==> src/rtl/core/assert_macros.svh <==
// ---------------------------------------------------------------------------
// assert_macros.svh
// Assertion macros shared by the leg kinematics core. Each macro samples on
// the rising edge of clk and is held off while rst_n is low.
// ---------------------------------------------------------------------------
`ifndef ASSERT_MACROS_SVH
`define ASSERT_MACROS_SVH

`ifndef NO_ASSERTIONS
// Property must hold at every sampled edge out of reset.
`define LIK_ASSERT(lbl, prop) \
    lbl: assert property (@(posedge clk) disable iff (!rst_n) (prop)) \
        else $error("lik assertion failed");
// Condition must never be seen out of reset.
`define LIK_NEVER(lbl, cond) \
    lbl: assert property (@(posedge clk) disable iff (!rst_n) !(cond)) \
        else $error("lik forbidden condition seen");
`else
`define LIK_ASSERT(lbl, prop)
`define LIK_NEVER(lbl, cond)
`endif

`endif

==> src/rtl/core/lik_pkg.sv <==
// ---------------------------------------------------------------------------
// lik_pkg
// Types, constants and tables shared by the leg kinematics core.
// ---------------------------------------------------------------------------
package lik_pkg;

    localparam int CoordW  = 16;
    localparam int LenW    = 14;
    localparam int OffW    = 16;
    localparam int AngW    = 16;
    localparam int JointW  = 17;
    localparam int CfgIdxW = 3;
    localparam int CfgDataW = 16;

    // Register indexes of the configuration port
    typedef enum logic [CfgIdxW-1:0] {
        CFG_COXA     = 3'd0,
        CFG_FEMUR    = 3'd1,
        CFG_TIBIA    = 3'd2,
        CFG_ELBOW    = 3'd3,
        CFG_SHOULDER = 3'd4
    } cfg_index_t;

    localparam logic [LenW-1:0] CoxaReset  = 14'd0;
    localparam logic [LenW-1:0] FemurReset = 14'd1600;
    localparam logic [LenW-1:0] TibiaReset = 14'd1600;

    typedef struct packed {
        logic [LenW-1:0]        coxa;
        logic [LenW-1:0]        femur;
        logic [LenW-1:0]        tibia;
        logic signed [OffW-1:0] elbow_off;
        logic signed [OffW-1:0] shoulder_off;
    } cfg_t;

    // Planar terms of the law of cosines, 30 bits each when in reach
    localparam int TermW = 30;

    typedef struct packed {
        logic                   unreachable;
        logic [TermW-1:0]       a;
        logic [TermW-1:0]       b;
        logic signed [AngW-1:0] alpha;
        logic signed [AngW-1:0] yaw;
    } ik_entry_t;

    // Queue between front and back
    localparam int QDepth = 4;
    localparam int QPtrW  = 2;
    localparam int QCntW  = 3;

    // Square root unit: 64-bit radicand, one root bit per cycle
    localparam int SqrtInW  = 64;
    localparam int SqrtOutW = 32;
    localparam int SqrtCntW = 5;
    localparam logic [SqrtCntW-1:0] SqrtLast = 5'd31;

    typedef enum logic {
        SQ_IDLE,
        SQ_RUN
    } sqrt_state_t;

    // Vectoring CORDIC
    localparam int VecW        = 48;
    localparam int RotW        = 34;
    localparam int ZW          = 32;
    localparam int CordicIterW = 5;
    localparam logic [CordicIterW-1:0] CordicLast = 5'd19;
    localparam logic [VecW-1:0] MagCoarseHi = 48'd1 << 34;
    localparam logic [VecW-1:0] MagHi       = 48'd1 << 30;
    localparam logic [VecW-1:0] MagLo       = 48'd1 << 29;
    localparam logic [VecW-1:0] MagCoarseLo = 48'd1 << 25;
    localparam logic signed [ZW-1:0] ZMax   = 32'sd589824000;
    localparam logic signed [ZW-1:0] ZRound = 32'sd32768;
    localparam logic signed [AngW-1:0] HalfTurn = 16'sd18000;

    typedef enum logic [1:0] {
        CD_IDLE,
        CD_NORM,
        CD_ITER,
        CD_FIN
    } cordic_state_t;

    typedef enum logic [2:0] {
        F_IDLE,
        F_SQ,
        F_HSQ,
        F_ROOT,
        F_RSQ,
        F_RSUM,
        F_CLS,
        F_PUSH
    } front_state_t;

    typedef enum logic [2:0] {
        B_IDLE,
        B_MUL,
        B_SQS,
        B_ROOT,
        B_PROD,
        B_VEC,
        B_ATAN,
        B_WAIT
    } back_state_t;

    localparam logic signed [17:0] AngLimit = 18'sd54000;

    // atan(2^-i) in 2^-16 centidegree units
    function automatic logic signed [ZW-1:0] atan_step(input logic [CordicIterW-1:0] idx);
        case (idx)
            5'd0:    return 32'sd294912000;
            5'd1:    return 32'sd174096719;
            5'd2:    return 32'sd91987925;
            5'd3:    return 32'sd46694507;
            5'd4:    return 32'sd23437865;
            5'd5:    return 32'sd11730358;
            5'd6:    return 32'sd5866610;
            5'd7:    return 32'sd2933484;
            5'd8:    return 32'sd1466764;
            5'd9:    return 32'sd733385;
            5'd10:   return 32'sd366693;
            5'd11:   return 32'sd183346;
            5'd12:   return 32'sd91673;
            5'd13:   return 32'sd45837;
            5'd14:   return 32'sd22918;
            5'd15:   return 32'sd11459;
            5'd16:   return 32'sd5730;
            5'd17:   return 32'sd2865;
            5'd18:   return 32'sd1432;
            5'd19:   return 32'sd716;
            default: return 32'sd0;
        endcase
    endfunction

endpackage

==> src/rtl/core/lik_queue.sv <==
// ---------------------------------------------------------------------------
// lik_queue
// Four-word queue between the front and back parts.
// ---------------------------------------------------------------------------
`include "assert_macros.svh"

module lik_queue (
    input  logic               clk,
    input  logic               rst_n,
    input  logic               push,
    input  lik_pkg::ik_entry_t wr_entry,
    input  logic               pop,
    output lik_pkg::ik_entry_t rd_entry,
    output logic               full,
    output logic               empty
);

    lik_pkg::ik_entry_t             slot_reg [lik_pkg::QDepth];
    logic [lik_pkg::QPtrW-1:0]      wptr_reg, rptr_reg;
    logic [lik_pkg::QCntW-1:0]      count_reg;

    assign full     = (count_reg == lik_pkg::QCntW'(lik_pkg::QDepth));
    assign empty    = (count_reg == '0);
    assign rd_entry = slot_reg[rptr_reg];

    always_ff @(posedge clk or negedge rst_n)
    begin
        if (!rst_n)
        begin
            wptr_reg  <= '0;
            rptr_reg  <= '0;
            count_reg <= '0;
        end
        else
        begin
            if (push)
                wptr_reg <= wptr_reg + 1'b1;
            if (pop)
                rptr_reg <= rptr_reg + 1'b1;
            if (push && !pop)
                count_reg <= count_reg + 1'b1;
            else if (pop && !push)
                count_reg <= count_reg - 1'b1;
        end
    end

    always_ff @(posedge clk)
    begin
        if (push)
            slot_reg[wptr_reg] <= wr_entry;
    end

    `LIK_NEVER(a_no_push_full, push && full)
    `LIK_NEVER(a_no_pop_empty, pop && empty)
    `LIK_ASSERT(a_count_bound, count_reg <= lik_pkg::QCntW'(lik_pkg::QDepth))

endmodule

==> config.mk <==
export PLATFORM = sky130hd
export DESIGN_NAME = lik_queue
export DESIGN_NICKNAME = d
export VERILOG_FILES = /design/src/rtl/core/lik_pkg.sv /design/src/rtl/core/lik_queue.sv
export VERILOG_INCLUDE_DIRS = /design/src /design/src/rtl/core
export SDC_FILE = /design/constraint.sdc
export NUM_CORES = 1
export LEC_CHECK = 0
export BUFFER_PORTS_ARGS = -buffer_cell sky130_fd_sc_hd__buf_2
export CAP_MARGIN = 20
export CORE_MARGIN = 2
export CORE_UTILIZATION = 45
export CTS_CLUSTER_SIZE = 28
export DETAILED_ROUTE_END_ITERATION = 16
export GPL_ROUTABILITY_DRIVEN = 0
export GPL_TIMING_DRIVEN = 1
export PLACE_DENSITY = 0.69
export SYNTH_ARGS = -nofsm -noshare
export SYNTH_HDL_FRONTEND = slang
export SYNTH_SLANG_ARGS = --single-unit
==> constraint.sdc <==
create_clock -name clk -period 4.69 [get_ports clk]
set_clock_uncertainty 0.15 [all_clocks]
set_input_delay 0.2345 -clock clk [delete_from_list [all_inputs] [get_ports clk]]
set_output_delay 0.2345 -clock clk [all_outputs]
set_load 0.05 [all_outputs]
==> summary.md <==
| Metric | Value |
|---|---|
| Status | finished clean |
| Clk slew on worst S/H paths | 60 ps |
| CP Max Fanout | 43 |
| Sum Neg Setup Slack | 0 ps |
| Synthesized Nets | 623 |
| M1 wire length | 10500 um |
| Vias per inst | 5.16 |
| Crit path cell chain | buf_4 > mux4_2 > buf_2 |
| Largest net degree at the start of global routing | 71 |
| Final Cycle Share | 67.5% |
| Synth warnings | 0 |
| Post-Place Worst Slack | 1990 ps |
| TritonCTS clock tree | yes |
| Highest routed metal layer | met4 |
| IO Pins | 192 |
| Vias in the first global route | 7323 |
| Initial Util | 45.6% |
| Final max-slew violation count | 0 |
| Fmax | 316 MHz |
| Worst skew pair latency | 500 ps |
| Worst Path Required | 4310 ps |
| Area delta synth->final | 26.3% |
| Crit path capture type | output port |
| FF-to-FF Start | wptr_reg[0]$_DFFE_PN0P_ |
| Hold Crit Endpoint | slot_reg[0][14]$_DFFE_PP_ |
| Die area | 0.0322 sq mm |
| Overflow after GRT | 0 |
| RSZ-0062 raised after global routing | false |
| Final Hold Slack | 326 ps |
| Mapped cell area | 0.0139 sq mm |
| Top-area cell type share of the netlist area | 80.6% |
| VDD IR max | 0.418 mV |
| Core Box Area | 0.0304 sq mm |
| MaxCap Viol Count | 0 |
| R2R cell count | 4 |
| Final hold violations | 0 |
| Buf/Inv on CP | 2 |
| Seq cells post-synth | 379 |
| CTS root buffer | clkbuf_16 |
| Worst Setup Start Kind | register |
| Most frequent cells in the layout | 372 x edfxtp_1, 191 x buf_2, 97 x dlygate4sd3_1, 93 x mux4_2, 41 x clkbuf_16 |
| Crit path depth | 3 |
| Met2 WL | 13000 um |
| Final Core Density | 57.5% |
| Detail Route Antenna Nets | 0 |
| Total number of vias | 6535 |
| Final setup margin | 1530 ps |
| Cells after Synth | 520 |
| Number of fill cells | 2222 |
| Power Density | 698 mW/mm^2 |
| Synth top area cells | edfxtp_1 81%, mux4_2 15%, dfrtp_1 1.3%, buf_12 0.87%, ha_1 0.45% |
| Sequential-to-total area share from yosys stat | 81.8% |
| Site Rows | 64 |
| DR DRC count | 0 |
| Hold Path Depth | 2 |
| WL/cell | 20.4 um |
| Hpwl dp | 15400 um |
| Hold Crit Start | wr_entry[14] |
| FF/Latch Area | 0.0114 sq mm |
| Layout cells sized above 1 | 41.8% |
| Largest area contributor in the netlist | edfxtp_1 |
| Die Y-Extent | 180 um |
| # setup viols final | 0 |
| Port-buffer cells | 191 |
| Fin crit period | 3160 ps |
| CTS H-tree lvls | 2 |
| HP Class | input port to register |
| Commonest non-fill, non-tap cell in the layout | edfxtp_1 |
| First-pass GRT wire length | 40900 um |
| Crit. Startpoint | rptr_reg[0]$_DFFE_PN0P_ |
| Die W | 180 um |
| Post-synth cell types | 20 |
| Initial antenna violation count | 1 |
| Drt pass-1 iters | 4 |
| Synth Area per Inst | 26.7 sq um |
| Gr usage total | 16.2% |
| CP arrival | 2780 ps |
| Clock sinks | 379 |
| CTS Buffer Depth | 3 |
| Leakage | 6.07 nW |
| Postcts setup bufs | 0 |
| Num CTS Buffers | 39 |
| Critical path class | register to output port |
| Rel. slew slack | 39.7% |
| Flip-flop count of the largest register after layout | 372 |
| DRT iter0 DRCs | 453 |
| R2R setup slack | 2460 ps |
| Area of the multi-input gates | 0.00230 sq mm |
| Slowest CP cell | dfrtp_4 |
| Reg2Reg Capture Point | slot_reg[3][64]$_DFFE_PP_ |
| Fin nets | 943 |
| Delay-heaviest family, CP | flip-flops |
| WL final | 25800 um |
| Met3 wire length | 1590 um |
| Crit-path max cell delay | 1010 ps |
| Tightest Pin Transition | 904 ps |
stage by stage:
step	power [mW]	cell area (sq um)	instances
finish	12.2	17500	1266
global route	12.7	17500	1265
CTS	12.4	17500	1264
detailed placement	9.25	15200	1097
global placement	9.15	15200	1097
floorplan	8.36	13900	520
kinds of logic after synthesis:
group	synth area share, %
buffers and inverters	1.61
AOI/OAI and AO/OA	0.0361
muxes	15.2
DFF	81.8
adders and majority gates	0.596
xor gates and xnor gates	0.379
and+or+nand+nor	0.352
routing by layer:
layer | track usage, % | up-vias
met3 | 3.99 | 54
li1 | - | 2887
met1 | 21.0 | 3384
met4 | 4.72 | 0
met2 | 27.3 | 210
met5 | 0 | -
area by class of cell:
class | count | area share [%]
flip-flops and latches | 379 | 64.9
multi-input cells | 116 | 13.2
diodes | 1 | 0.0143
repair buffers | 300 | 11.7
clock buffers | 46 | 6.03
well taps | 396 | 2.83
inverters | 4 | 0.0858
clock inverters | 24 | 1.30
report_power, final:
group | total [mW] | internal (mW) | switching, mW
logic | 4.45 | 1.37 | 3.08
clock network | 3.03 | 1.83 | 1.20
registers | 4.73 | 4.43 | 0.301
total | 12.2 | 7.64 | 4.58
repair_timing:
item                                   CTS  global route
endpoints found under the hold margin  383             0
hold buffers                            97             0
gates resized for setup                  0             0
worst register-to-register path, delay by kind of cell, from the launching register on:
kind	cells	cell delay, ps
buf+inv	2	690
fa+ha+maj	1	170
flops	1	410
simple gates	1	450
synthesized netlist by cell type:
| cell type | instances |
|---|---|
| inv_1 | 4 |
| dfrtp_1 | 7 |
| nand2_1 | 2 |
| o21ai_0 | 1 |
| nor3_1 | 1 |
| buf_2 | 7 |
| buf_1 | 3 |
| xor2_1 | 4 |
| xnor2_1 | 2 |
| mux4_2 | 93 |
| buf_12 | 6 |
| edfxtp_1 | 372 |
| nor2_1 | 1 |
| fa_1 | 1 |
| ha_1 | 5 |
| buf_6 | 1 |
| and2_1 | 4 |
| mux2_2 | 1 |
| buf_4 | 4 |
| nor3b_1 | 1 |
worst max path at each step:
stage                                           to  slack (ps)
after floorplan           slot_reg[2][0]$_DFFE_PP_        1310
final                                 rd_entry[29]        1530
after detailed placement              rd_entry[32]        1990
after CTS                             rd_entry[32]        1440
after global routing                  rd_entry[91]        1310
after global placement                rd_entry[11]        2000
Power figures use the tool's default switching activity.
